File: config.mk
export PLATFORM = sky130hd
export DESIGN_NAME = baro_temp_pressure_compensation
export DESIGN_NICKNAME = d
export VERILOG_FILES = /design/src/rtl/core/btpc_pkg.sv /design/src/rtl/core/btpc_div.sv /design/src/rtl/core/baro_temp_pressure_compensation.sv
export SDC_FILE = /design/constraint.sdc
export NUM_CORES = 2
export LEC_CHECK = 0
export ABC_AREA = 1
export BUFFER_PORTS_ARGS = -buffer_cell sky130_fd_sc_hd__buf_2
export CAP_MARGIN = 20
export CORE_MARGIN = 10
export CORE_UTILIZATION = 62
export DETAILED_ROUTE_END_ITERATION = 10
export PLACE_DENSITY = 0.83
export SLEW_MARGIN = 20
export SYNTH_ARGS = -nofsm -noshare
export SYNTH_HDL_FRONTEND = slang
export SYNTH_SLANG_ARGS = --single-unit
File: constraint.sdc
create_clock -name clk -period 13.6 [get_ports clk]
set_input_delay 2.72 -clock clk [delete_from_list [all_inputs] [get_ports clk]]
set_output_delay 2.72 -clock clk [all_outputs]
set_load 0.02 [all_outputs]
File: src/rtl/core/btpc_pkg.sv
`default_nettype none
// ----------------------------------------------------------------------------
// btpc_pkg: shared types and helpers for barometric compensation
// Request and response structs, register indexes, sequencer states.
// ----------------------------------------------------------------------------
package btpc_pkg;

	localparam int CFG_IDX_W = 3;

	localparam logic [CFG_IDX_W-1:0] REG_OSS        = 3'd0;
	localparam logic [CFG_IDX_W-1:0] REG_CAL_PAIR_A = 3'd1;
	localparam logic [CFG_IDX_W-1:0] REG_CAL_PAIR_B = 3'd2;
	localparam logic [CFG_IDX_W-1:0] REG_CAL_PAIR_C = 3'd3;
	localparam logic [CFG_IDX_W-1:0] REG_CAL_PAIR_D = 3'd4;
	localparam logic [CFG_IDX_W-1:0] REG_CAL_PAIR_E = 3'd5;

	localparam logic CMD_TEMP  = 1'b0;
	localparam logic CMD_PRESS = 1'b1;

	localparam logic [31:0] TEMP_OFFSET = 32'd4000;
	localparam logic [31:0] B4_BIAS     = 32'd32768;
	localparam logic [31:0] B7_SCALE    = 32'd50000;
	localparam logic [31:0] P_C1        = 32'd3038;
	localparam logic [31:0] P_C2        = 32'hFFFF_E343; // -7357
	localparam logic [31:0] P_C3        = 32'd3791;

	typedef struct packed {
		logic        command;
		logic [23:0] raw_reading;
	} req_t;

	typedef struct packed {
		logic               result_kind;
		logic signed [31:0] result_value;
		logic               divide_error;
	} rsp_t;

	typedef struct packed {
		logic        start;
		logic [31:0] dividend;
		logic [31:0] divisor;
	} div_req_t;

	typedef enum logic [4:0] {
		ST_IDLE,
		ST_T_MUL,
		ST_T_DEN,
		ST_T_DIV,
		ST_P_B6,
		ST_P_SQ,
		ST_P_AC2,
		ST_P_B2,
		ST_P_AC3,
		ST_P_B1,
		ST_P_AC4,
		ST_P_B7,
		ST_P_DIVS,
		ST_P_DIVW,
		ST_P_SQP,
		ST_P_C1,
		ST_P_C2,
		ST_P_FIN,
		ST_OUT
	} state_t;

	function automatic logic [31:0] sra32(input logic [31:0] v, input logic [4:0] sh);
		sra32 = 32'($signed(v) >>> sh);
	endfunction

	function automatic logic [31:0] sx16(input logic [15:0] v);
		sx16 = {{16{v[15]}}, v};
	endfunction

endpackage
`default_nettype wire

File: src/rtl/core/btpc_div.sv
`default_nettype none
// ----------------------------------------------------------------------------
// btpc_div: unsigned 32-bit restoring divider
// One quotient bit per cycle, done pulses once the quotient is ready.
// ----------------------------------------------------------------------------
module btpc_div
	import btpc_pkg::*;
(
	input  wire logic        clk,
	input  wire logic        arst_n,
	input  wire div_req_t    req,
	output logic             done,
	output logic [31:0]      quotient
);

	logic        active_q;
	logic        done_q;
	logic [4:0]  cnt_q;
	logic [31:0] quo_q;
	logic [32:0] rem_q;
	logic [31:0] dvs_q;
	logic [32:0] rem_sh;
	logic [32:0] diff;

	assign rem_sh = {rem_q[31:0], quo_q[31]};
	assign diff   = rem_sh - {1'b0, dvs_q};

	always_ff @(posedge clk or negedge arst_n) begin
		if (!arst_n) begin
			active_q <= 1'b0;
			done_q   <= 1'b0;
			cnt_q    <= '0;
		end else begin
			done_q <= 1'b0;
			if (req.start) begin
				active_q <= 1'b1;
				cnt_q    <= '0;
			end else if (active_q) begin
				cnt_q <= cnt_q + 5'd1;
				if (cnt_q == 5'd31) begin
					active_q <= 1'b0;
					done_q   <= 1'b1;
				end
			end
		end
	end

	always_ff @(posedge clk) begin
		if (req.start) begin
			quo_q <= req.dividend;
			rem_q <= '0;
			dvs_q <= req.divisor;
		end else if (active_q) begin
			if (!diff[32]) begin
				rem_q <= diff;
				quo_q <= {quo_q[30:0], 1'b1};
			end else begin
				rem_q <= rem_sh;
				quo_q <= {quo_q[30:0], 1'b0};
			end
		end
	end

	assign done     = done_q;
	assign quotient = quo_q;

endmodule
`default_nettype wire

File: src/rtl/core/baro_temp_pressure_compensation.sv
`default_nettype none
// ----------------------------------------------------------------------------
// baro_temp_pressure_compensation: integer temperature / pressure compensation
// Sequencer around one shared 32x32 multiplier and one serial divider.
// ----------------------------------------------------------------------------
//  channel | signals                          | direction
//  cmd     | cmd_valid, cmd_ready, cmd        | request in
//  rsp     | rsp_valid, rsp_ready, rsp        | response out
//  cfg     | cfg_valid, cfg_ready, cfg_index, | register write in
//          | cfg_data                         |
//
// a temperature request runs one multiplier pass, then the serial divider;
// a pressure request runs a chain of multiplier passes, the divider, then
// more multiplier passes; the divider yields 32 quotient bits and a done
// pulse, and each request ends in the output state
// reset puts oss to 0, calibration pairs to all ones, intermediate to 0
// cmd_ready is high only while the sequencer is idle; a finished result
// waits in the sequencer if the response register is still occupied
// ----------------------------------------------------------------------------
module baro_temp_pressure_compensation
	import btpc_pkg::*;
(
	input  wire logic                 clk,
	input  wire logic                 arst_n,
	input  wire logic                 cmd_valid,
	output logic                      cmd_ready,
	input  wire req_t                 cmd,
	output logic                      rsp_valid,
	input  wire logic                 rsp_ready,
	output rsp_t                      rsp,
	input  wire logic                 cfg_valid,
	output logic                      cfg_ready,
	input  wire logic [CFG_IDX_W-1:0] cfg_index,
	input  wire logic [31:0]          cfg_data
);

	// configuration registers
	logic [1:0]  oss_q;
	logic [31:0] pair_a_q, pair_b_q, pair_c_q, pair_d_q, pair_e_q;
	// kept temperature intermediate (b5)
	logic [31:0] temp_q;

	state_t state_q, state_d;

	// datapath registers
	logic        kind_q;
	logic [23:0] raw_q;
	logic [31:0] prod_q;
	logic [31:0] x1_q;
	logic        neg_q;
	logic [31:0] b6_q, sq_q, xa_q, b3_q, b4_q, p_q;
	logic        half_q;
	logic [31:0] res_val_q;
	logic        res_err_q;
	logic        rsp_valid_q;
	rsp_t        rsp_q;

	// calibration fields
	logic [31:0] ac1, ac2, ac3, ac4, ac5, ac6, b1, b2, mc, md;
	assign ac1 = sx16(pair_a_q[31:16]);
	assign ac2 = sx16(pair_a_q[15:0]);
	assign ac3 = sx16(pair_b_q[31:16]);
	assign ac4 = {16'd0, pair_b_q[15:0]};
	assign ac5 = {16'd0, pair_c_q[31:16]};
	assign ac6 = {16'd0, pair_c_q[15:0]};
	assign b1  = sx16(pair_d_q[31:16]);
	assign b2  = sx16(pair_d_q[15:0]);
	assign mc  = sx16(pair_e_q[31:16]);
	assign md  = sx16(pair_e_q[15:0]);

	// shared multiplier, low 32 bits of the product
	logic [31:0] mul_a, mul_b;
	always_ff @(posedge clk) begin
		prod_q <= mul_a * mul_b;
	end

	div_req_t    div_req;
	logic        div_done;
	logic [31:0] div_quo;

	btpc_div u_div (
		.clk      (clk),
		.arst_n   (arst_n),
		.req      (div_req),
		.done     (div_done),
		.quotient (div_quo)
	);

	// temperature divisor and numerator
	logic [31:0] t_x1, t_den, t_num, t_num_abs, t_den_abs;
	assign t_x1      = sra32(prod_q, 5'd15);
	assign t_den     = t_x1 + md;
	assign t_num     = mc << 11;
	assign t_num_abs = t_num[31] ? (32'd0 - t_num) : t_num;
	assign t_den_abs = t_den[31] ? (32'd0 - t_den) : t_den;

	// pressure intermediates
	logic [31:0] up, b7_scale_s, p_x3, p_b3_sum, t_q_signed, b5_new;
	assign up         = {8'd0, raw_q} >> (4'd8 - {2'd0, oss_q});
	assign b7_scale_s = B7_SCALE >> oss_q;
	assign p_x3       = sra32(xa_q + sra32(prod_q, 5'd16) + 32'd2, 5'd2);
	assign p_b3_sum   = ((ac1 << 2) + sra32(prod_q, 5'd11) + xa_q) << oss_q;
	assign t_q_signed = neg_q ? (32'd0 - div_quo) : div_quo;
	assign b5_new     = x1_q + t_q_signed;

	logic out_free;
	assign out_free  = !rsp_valid_q || rsp_ready;
	assign cmd_ready = (state_q == ST_IDLE);
	assign cfg_ready = 1'b1;

	// next state
	always_comb begin
		state_d = state_q;
		case (state_q)
			ST_IDLE: begin
				if (cmd_valid)
					state_d = (cmd.command == CMD_PRESS) ? ST_P_B6 : ST_T_MUL;
			end
			ST_T_MUL:  state_d = ST_T_DEN;
			ST_T_DEN:  state_d = (t_den == 32'd0) ? ST_OUT : ST_T_DIV;
			ST_T_DIV:  if (div_done) state_d = ST_OUT;
			ST_P_B6:   state_d = ST_P_SQ;
			ST_P_SQ:   state_d = ST_P_AC2;
			ST_P_AC2:  state_d = ST_P_B2;
			ST_P_B2:   state_d = ST_P_AC3;
			ST_P_AC3:  state_d = ST_P_B1;
			ST_P_B1:   state_d = ST_P_AC4;
			ST_P_AC4:  state_d = ST_P_B7;
			ST_P_B7:   state_d = ST_P_DIVS;
			ST_P_DIVS: state_d = (b4_q == 32'd0) ? ST_OUT : ST_P_DIVW;
			ST_P_DIVW: if (div_done) state_d = ST_P_SQP;
			ST_P_SQP:  state_d = ST_P_C1;
			ST_P_C1:   state_d = ST_P_C2;
			ST_P_C2:   state_d = ST_P_FIN;
			ST_P_FIN:  state_d = ST_OUT;
			ST_OUT:    if (out_free) state_d = ST_IDLE;
			default:   state_d = ST_IDLE;
		endcase
	end

	// multiplier operands and divider start per step
	always_comb begin
		mul_a   = '0;
		mul_b   = '0;
		div_req = '0;
		case (state_q)
			ST_T_MUL: begin
				mul_a = {16'd0, raw_q[15:0]} - ac6;
				mul_b = ac5;
			end
			ST_T_DEN: begin
				div_req.start    = (t_den != 32'd0);
				div_req.dividend = t_num_abs;
				div_req.divisor  = t_den_abs;
			end
			ST_P_SQ: begin
				mul_a = b6_q;
				mul_b = b6_q;
			end
			ST_P_AC2: begin
				mul_a = ac2;
				mul_b = b6_q;
			end
			ST_P_B2: begin
				mul_a = b2;
				mul_b = sq_q;
			end
			ST_P_AC3: begin
				mul_a = ac3;
				mul_b = b6_q;
			end
			ST_P_B1: begin
				mul_a = b1;
				mul_b = sq_q;
			end
			ST_P_AC4: begin
				mul_a = ac4;
				mul_b = p_x3 + B4_BIAS;
			end
			ST_P_B7: begin
				mul_a = up - b3_q;
				mul_b = b7_scale_s;
			end
			ST_P_DIVS: begin
				// b7 below half: (b7 << 1) / b4, else (b7 / b4) << 1
				div_req.start    = (b4_q != 32'd0);
				div_req.dividend = prod_q[31] ? prod_q : (prod_q << 1);
				div_req.divisor  = b4_q;
			end
			ST_P_SQP: begin
				mul_a = sra32(p_q, 5'd8);
				mul_b = sra32(p_q, 5'd8);
			end
			ST_P_C1: begin
				mul_a = prod_q;
				mul_b = P_C1;
			end
			ST_P_C2: begin
				mul_a = P_C2;
				mul_b = p_q;
			end
			default: begin
				mul_a = '0;
				mul_b = '0;
			end
		endcase
	end

	// control state
	always_ff @(posedge clk or negedge arst_n) begin
		if (!arst_n) begin
			state_q     <= ST_IDLE;
			rsp_valid_q <= 1'b0;
			oss_q       <= '0;
			pair_a_q    <= '1;
			pair_b_q    <= '1;
			pair_c_q    <= '1;
			pair_d_q    <= '1;
			pair_e_q    <= '1;
			temp_q      <= '0;
		end else begin
			state_q <= state_d;
			if (state_q == ST_OUT && out_free)
				rsp_valid_q <= 1'b1;
			else if (rsp_ready)
				rsp_valid_q <= 1'b0;
			if (cfg_valid) begin
				case (cfg_index)
					REG_OSS:        oss_q    <= cfg_data[1:0];
					REG_CAL_PAIR_A: pair_a_q <= cfg_data;
					REG_CAL_PAIR_B: pair_b_q <= cfg_data;
					REG_CAL_PAIR_C: pair_c_q <= cfg_data;
					REG_CAL_PAIR_D: pair_d_q <= cfg_data;
					REG_CAL_PAIR_E: pair_e_q <= cfg_data;
					default: ;
				endcase
			end
			// b5 is kept only on a good temperature divide
			if (state_q == ST_T_DIV && div_done)
				temp_q <= b5_new;
		end
	end

	// datapath registers
	always_ff @(posedge clk) begin
		case (state_q)
			ST_IDLE: begin
				kind_q <= cmd.command;
				raw_q  <= cmd.raw_reading;
			end
			ST_T_DEN: begin
				x1_q      <= t_x1;
				neg_q     <= t_num[31] ^ t_den[31];
				res_val_q <= '0;
				res_err_q <= (t_den == 32'd0);
			end
			ST_T_DIV: begin
				if (div_done)
					res_val_q <= sra32(b5_new + 32'd8, 5'd4);
			end
			ST_P_B6:  b6_q <= temp_q - TEMP_OFFSET;
			ST_P_AC2: sq_q <= sra32(prod_q, 5'd12);
			ST_P_B2:  xa_q <= sra32(prod_q, 5'd11);
			ST_P_AC3: b3_q <= sra32(p_b3_sum + 32'd2, 5'd2);
			ST_P_B1:  xa_q <= sra32(prod_q, 5'd13);
			ST_P_B7:  b4_q <= prod_q >> 15;
			ST_P_DIVS: begin
				half_q    <= prod_q[31];
				res_val_q <= '0;
				res_err_q <= (b4_q == 32'd0);
			end
			ST_P_DIVW: begin
				if (div_done)
					p_q <= half_q ? (div_quo << 1) : div_quo;
			end
			ST_P_C2:  xa_q <= sra32(prod_q, 5'd16);
			ST_P_FIN: begin
				res_val_q <= p_q + sra32(xa_q + sra32(prod_q, 5'd16) + P_C3, 5'd4);
				res_err_q <= 1'b0;
			end
			ST_OUT: begin
				if (out_free) begin
					rsp_q.result_kind  <= kind_q;
					rsp_q.result_value <= res_val_q;
					rsp_q.divide_error <= res_err_q;
				end
			end
			default: ;
		endcase
	end

	assign rsp_valid = rsp_valid_q;
	assign rsp       = rsp_q;

endmodule
`default_nettype wire
Yosys cells after proc, flatten, opt, wreduce, memory -nomap -nowiden
Cells that the tools add are included.

Register bits after elaboration: 609. Bits of input ports: 65. Output and inout bits: 37. Word-level logic and storage cells: 148.

Add/sub/neg operators: 20. $mul: 1. Equality and inequality tests: 28. Shift-type cells: 3. Multiplexer cells: 34. Bitwise logic cells: 1. Reductions and logical operators: 28.

Operators by type and width (number): 32-bit one-hot mux with 11 select lines (1); 32-bit 2-to-1 mux (9); 32-bit one-hot mux with 8 select lines (1); 32-bit one-hot mux with 3 select lines (2); 65-bit one-hot mux with 2 select lines (1); 32-bit adder (4); 5-bit one-hot mux with 19 select lines (1); 32-bit by 2-bit adder with 32-bit output (second input constant) (2); 32-bit zero test (2); 32-bit nonzero test (2); 5-bit by 4-bit equality test with 1-bit output (second input constant) (8); 5-bit 2-to-1 mux (8); 33-bit by 32-bit subtractor with 33-bit output (1); 32-bit by 12-bit adder with 32-bit output (second input constant) (1); 32-bit by 4-bit adder with 32-bit output (second input constant) (1); 32-bit by 32-bit multiplier with 32-bit output (1); 32-bit by 2-bit left shift with 32-bit output (1); 16-bit by 2-bit >> shifter with 32-bit output (first input constant) (1); 24-bit by 4-bit >> shifter with 32-bit output (1); 1-bit by 32-bit subtractor with 32-bit output (first input constant) (1); 32-bit by 12-bit subtractor with 32-bit output (second input constant) (1); 32-bit subtractor (1); 30-bit by 17-bit adder with 31-bit output (second input constant) (1); 1-bit by 27-bit subtractor with 28-bit output (first input constant) (1); other kinds (30) (62).

Longest topological paths before layout
Depth after elaboration: 6. Mapped depth: 59. Mapped depth without buffers: 55.

Cells and area by module
From an unflattened synthesis, not the netlist that was laid out.

Cells, all modules: 7598. Area, all modules: 57547.7 um^2.

Modules (own cells, without submodules): baro_temp_pressure_compensation (instances 1, cells each 6569, area each 50628.6 um^2, sequential area each 13743.2 um^2); btpc_div (instances 1, cells each 1029, area each 6919.1 um^2, sequential area each 2737.6 um^2).

Least setup slack after synthesis
OpenSTA, ideal clock, no wires.

Path kind: reg-to-reg. Start point: reg oss_q[0]. End point: reg prod_q[31]. Library setup time: 0.113 ns. Arrival time: 11.198 ns. Data required time: 13.487 ns. Setup slack: 2.289 ns. Cell stages (with the launch flop): 55. Buffers on the path: 9. Clock period less this slack: 11.311 ns. Cells stage by stage: dfrtp_1 > buf_2 > inv_1 > clkbuf_1 > buf_1 > buf_1 > clkbuf_1 > ha_1 > clkbuf_1 > clkinv_1 > clkbuf_1 > a31oi_1 > ha_1 > inv_1 > fa_1 > nor3b_1 > nor2_1 > o21ai_0 > [19 not listed] > ha_1 > nand2_1 > o31ai_1 > a21boi_1 > o21ai_0 > a21boi_1 > o21ai_0 > a21boi_0 > o21ai_1 > a21oi_1 > o21ai_1 > nand2_1 > nand2_1 > a21oi_1 > nand3_1 > nand2_1 > nand2_1 > nand2_1.

Cells in the longest elaborated chain, start to end: 5. Elaborated cells on any way between the ends: 7. Those cells by class: add/sub (2); mul (1); shift (2); mux (2).

RTL lines: start: declaration (line baro_temp_pressure_compensation.sv:38) `logic [1:0] oss_q;`; start signal: assignment (line baro_temp_pressure_compensation.sv:229) `REG_OSS: oss_q <= cfg_data[1:0];`; 4-bit by 2-bit subtractor with 4-bit output (line baro_temp_pressure_compensation.sv:99) `assign up = {8'd0, raw_q} >> (4'd8 - {2'd0, oss_q});`; 24-bit by 4-bit >> shifter with 32-bit output (line baro_temp_pressure_compensation.sv:99); 32-bit subtractor (line baro_temp_pressure_compensation.sv:181) `mul_a = up - b3_q;`; 32-bit one-hot mux with 11 select lines (line baro_temp_pressure_compensation.sv:146) `case (state_q)`; 32-bit by 32-bit multiplier with 32-bit output (*) (line baro_temp_pressure_compensation.sv:74) `prod_q <= mul_a * mul_b;`; end signal: assignment (line baro_temp_pressure_compensation.sv:74); end: declaration (line baro_temp_pressure_compensation.sv:48) `logic [31:0] prod_q;`.

Every way passes the cells marked *; elsewhere a longest branch is shown, timed or not. A chain may end at the register's enable or synchronous reset.

Final worst setup path
Start point: reg oss_q[1]. End point: reg prod_q[31].

Same word-level chain as after synthesis.

==> flow_summary.json <==
{
  "synth_top_cells_by_area": "edfxtp_1 17%, fa_1 15%, nand2_1 12%",
  "vias": 50800,
  "slew_headroom_pct": 19.9,
  "ys_dominant_reg_cell": "edfxtp_1",
  "cts_root_buf": "clkbuf_16",
  "clockBufferDepth": 3,
  "grt_pass1_wl_mm": 295,
  "cp_slowest_cell": "clkinv_1",
  "rows": 109,
  "grt-ovfl-total": 0,
  "worstPathArrival_ns": 13.01,
  "cts_buffers": 70,
  "hold_viol_final": 0,
  "crit_fanout": 19,
  "grt_pass1_vias": 48000,
  "htree_num_levels": 3,
  "status": "finished, final reports clean",
  "timing.rr.start": "oss_q[1]",
  "period_share_pct": 91.6,
  "regArea_mm2": 0.0161,
  "antenna_found_initial": 7,
  "routedWlPerCell_um": 23.6,
  "critPathLaunchType": "flop",
  "grtUsageTotal_pct": 38.2,
  "synth_edf_count": 314,
  "syn_area_mm2": 0.0553,
  "drc_errors": 0,
  "worst_pin_slew_ns": 1.20,
  "fin_cells": 8368,
  "hold_end": "rsp[21]",
  "yosysSeqAreaShare_pct": 29.1,
  "cts_tree": "done",
  "layout.cells.most_common_list": "1781 x nand2_1, 1237 x inv_1, 542 x o21ai_0",
  "dieWidth_um": 319,
  "mostFrequentLayoutCell": "nand2_1",
  "drt_first_pass_iters": 9,
  "io_pins": 102,
  "final_max_slew_viol_count": 0,
  "synth_top_area_share_pct": 17.1,
  "syn_to_final_growth_pct": 7.72,
  "async_flop_share_pct": 35.4,
  "place.gp.congestion": 1.04,
  "core-area_mm2": 0.0884,
  "wl_mm": 198,
  "setup_violations": 0,
  "numPortBuffers": 100,
  "cts_num_sinks": 585,
  "fin_nets": 7974,
  "ant_nets": 0,
  "worstHoldStart": "res_val_q[20]",
  "r2r-end": "prod_q[31]",
  "yosysTopAreaCell": "edfxtp_1",
  "setup_tns_ns": 0,
  "required_ns": 14.15,
  "synth.distinct_cells": 75,
  "max_freq_ghz": 0.0803,
  "hold_depth": 0,
  "slowest_delay_ns": 1.03,
  "clk_latency_ns": 0.67,
  "grt_max_degree": 78,
  "multi_input_area_mm2": 0.0336,
  "dieArea_mm2": 0.101,
  "crit_path_end_kind": "flop",
  "synth-seq-cells": 585,
  "cpMostUsedCell": "nand2_1",
  "drive_above_1_share_pct": 8.72,
  "clock_skew_ns": 0.0413,
  "postCtsResizedCells": 0,
  "rsz0062_at_grt": "false",
  "hold_buffers": 0,
  "dp_hpwl_mm": 153,
  "cap_violations": 0,
  "fin_crit_ns": 12.46,
  "die_h_um": 319,
  "dp_cells": 8234,
  "cts_post_setup_buffers_inserted": 0,
  "syn_inst": 7090,
  "drt-vias-per-instance": 6.07,
  "r2r_setup_slack_ns": 1.14,
  "yosysWarnings": 0,
  "drtIter0Drc": 6475,
  "syn_area_per_cell_um2": 7.79,
  "hold_slack_ns": 0.424,
  "r2r_cells": 42,
  "clk_pin_slew_ns": 0.06,
  "fillCellCount": 7576,
  "crit_type": "reg -> reg",
  "min_path_type": "reg -> reg",
  "start_util_pct": 62.5
}
final cells by class:
type	instances	share of cell area (%)
multi-input cells	5016	56.5
flip-flops and latches	585	27.0
inverters	1282	8.08
clock buffers	94	3.35
well taps	1165	2.45
repair buffers	186	1.97
clock inverters	35	0.580
diodes	5	0.0210
metrics by stage:
| stage | util (%) | setup WS (ns) | area [um^2] |
|---|---|---|---|
| 4_1_cts | 67.3 | 1.46 | 59500 |
| 3_5_place_dp | 64.7 | 1.47 | 57200 |
| 2_1_floorplan | - | 2.29 | 55300 |
| 5_1_grt | 67.3 | 0.564 | 59500 |
| 3_3_place_gp | 64.6 | 1.65 | 57100 |
| 6_report | 67.4 | 1.14 | 59500 |
sequential cells by signal, summed over array words and instances, names as in the netlist, 19 cells and up:
register / cells
pair_b_q: 32
pair_e_q: 32
raw_q: 24
sq_q: 20
u_div.quotient: 32
xa_q: 21
u_div.dvs_q: 19
rsp: 34
p_q: 32
pair_a_q: 32
pair_c_q: 32
u_div.rem_q: 32
prod_q: 32
b6_q: 32
pair_d_q: 32
b3_q: 30
res_val_q: 32
temp_q: 32
cells by family (layout without fill, tap and decap cells):
logic type / Yosys count / count (layout) / synth area share (%)
mux: 7 / 7 / 0.127
buf+inv: 1493 / 1597 / 10.2
simple gates: 2816 / 2816 / 21.3
fa+ha+maj: 768 / 768 / 23.1
compound gates: 1136 / 1136 / 11.7
other cells: 2 / 11 / 0.0136
flops: 585 / 585 / 29.1
xor+xnor: 283 / 283 / 4.50
routing by layer:
layer	global-route usage [%]	vias to the layer above	wire length [um]
li1	-	22800	-
met1	49.3	24100	74100
met2	55.6	3272	82400
met3	13.7	653	28700
met4	20.3	2	12500
met5	0	-	10
synth_stat cells (all sizes together), types with 2 or more instances:
cell type,count
a2111oi,13
a211o,3
a211oi,17
a21boi,18
a21o,10
a21oi,322
a221oi,37
a22o,11
a31oi,14
a32o,5
a32oi,2
and2,2
and3,7
buf,54
clkbuf,157
clkinv,15
conb,2
dfrtp,47
dfstp,160
dfxtp,64
edfxtp,314
fa,417
ha,351
inv,1267
mux2i,7
nand2,1820
nand3,270
nand3b,15
nand4,82
nor2,476
nor3,81
nor3b,5
nor4,23
o2111ai,6
o211ai,21
o21a,15
o21ai,571
o21bai,20
o221ai,23
o22ai,14
o31ai,7
or2,33
xnor2,52
xor2,231
worst max-delay path by stage:
stage / start / endpoint / slack (ns)
after floorplan: oss_q[0] / prod_q[31] / 2.29
final: oss_q[1] / prod_q[31] / 1.14
after detailed placement: oss_q[0] / prod_q[31] / 1.47
after CTS: oss_q[1] / prod_q[31] / 1.46
after global routing: oss_q[0] / prod_q[31] / 0.56
after global placement: oss_q[0] / prod_q[31] / 1.65
worst max-delay path, delay by kind of cell, from the launching register on:
| family | cells | cell delay (ns) |
|---|---|---|
| flip-flops | 1 | 0.38 |
| AND/OR/NAND/NOR | 13 | 1.99 |
| AO/OA/AOI/OAI | 12 | 2.88 |
| buffers and inverters | 6 | 1.84 |
| adder cells (fa/ha/maj) | 11 | 5.23 |
Power is not shown: default switching activity piles up to over one toggle a cycle in this logic, so the estimate is an artifact.
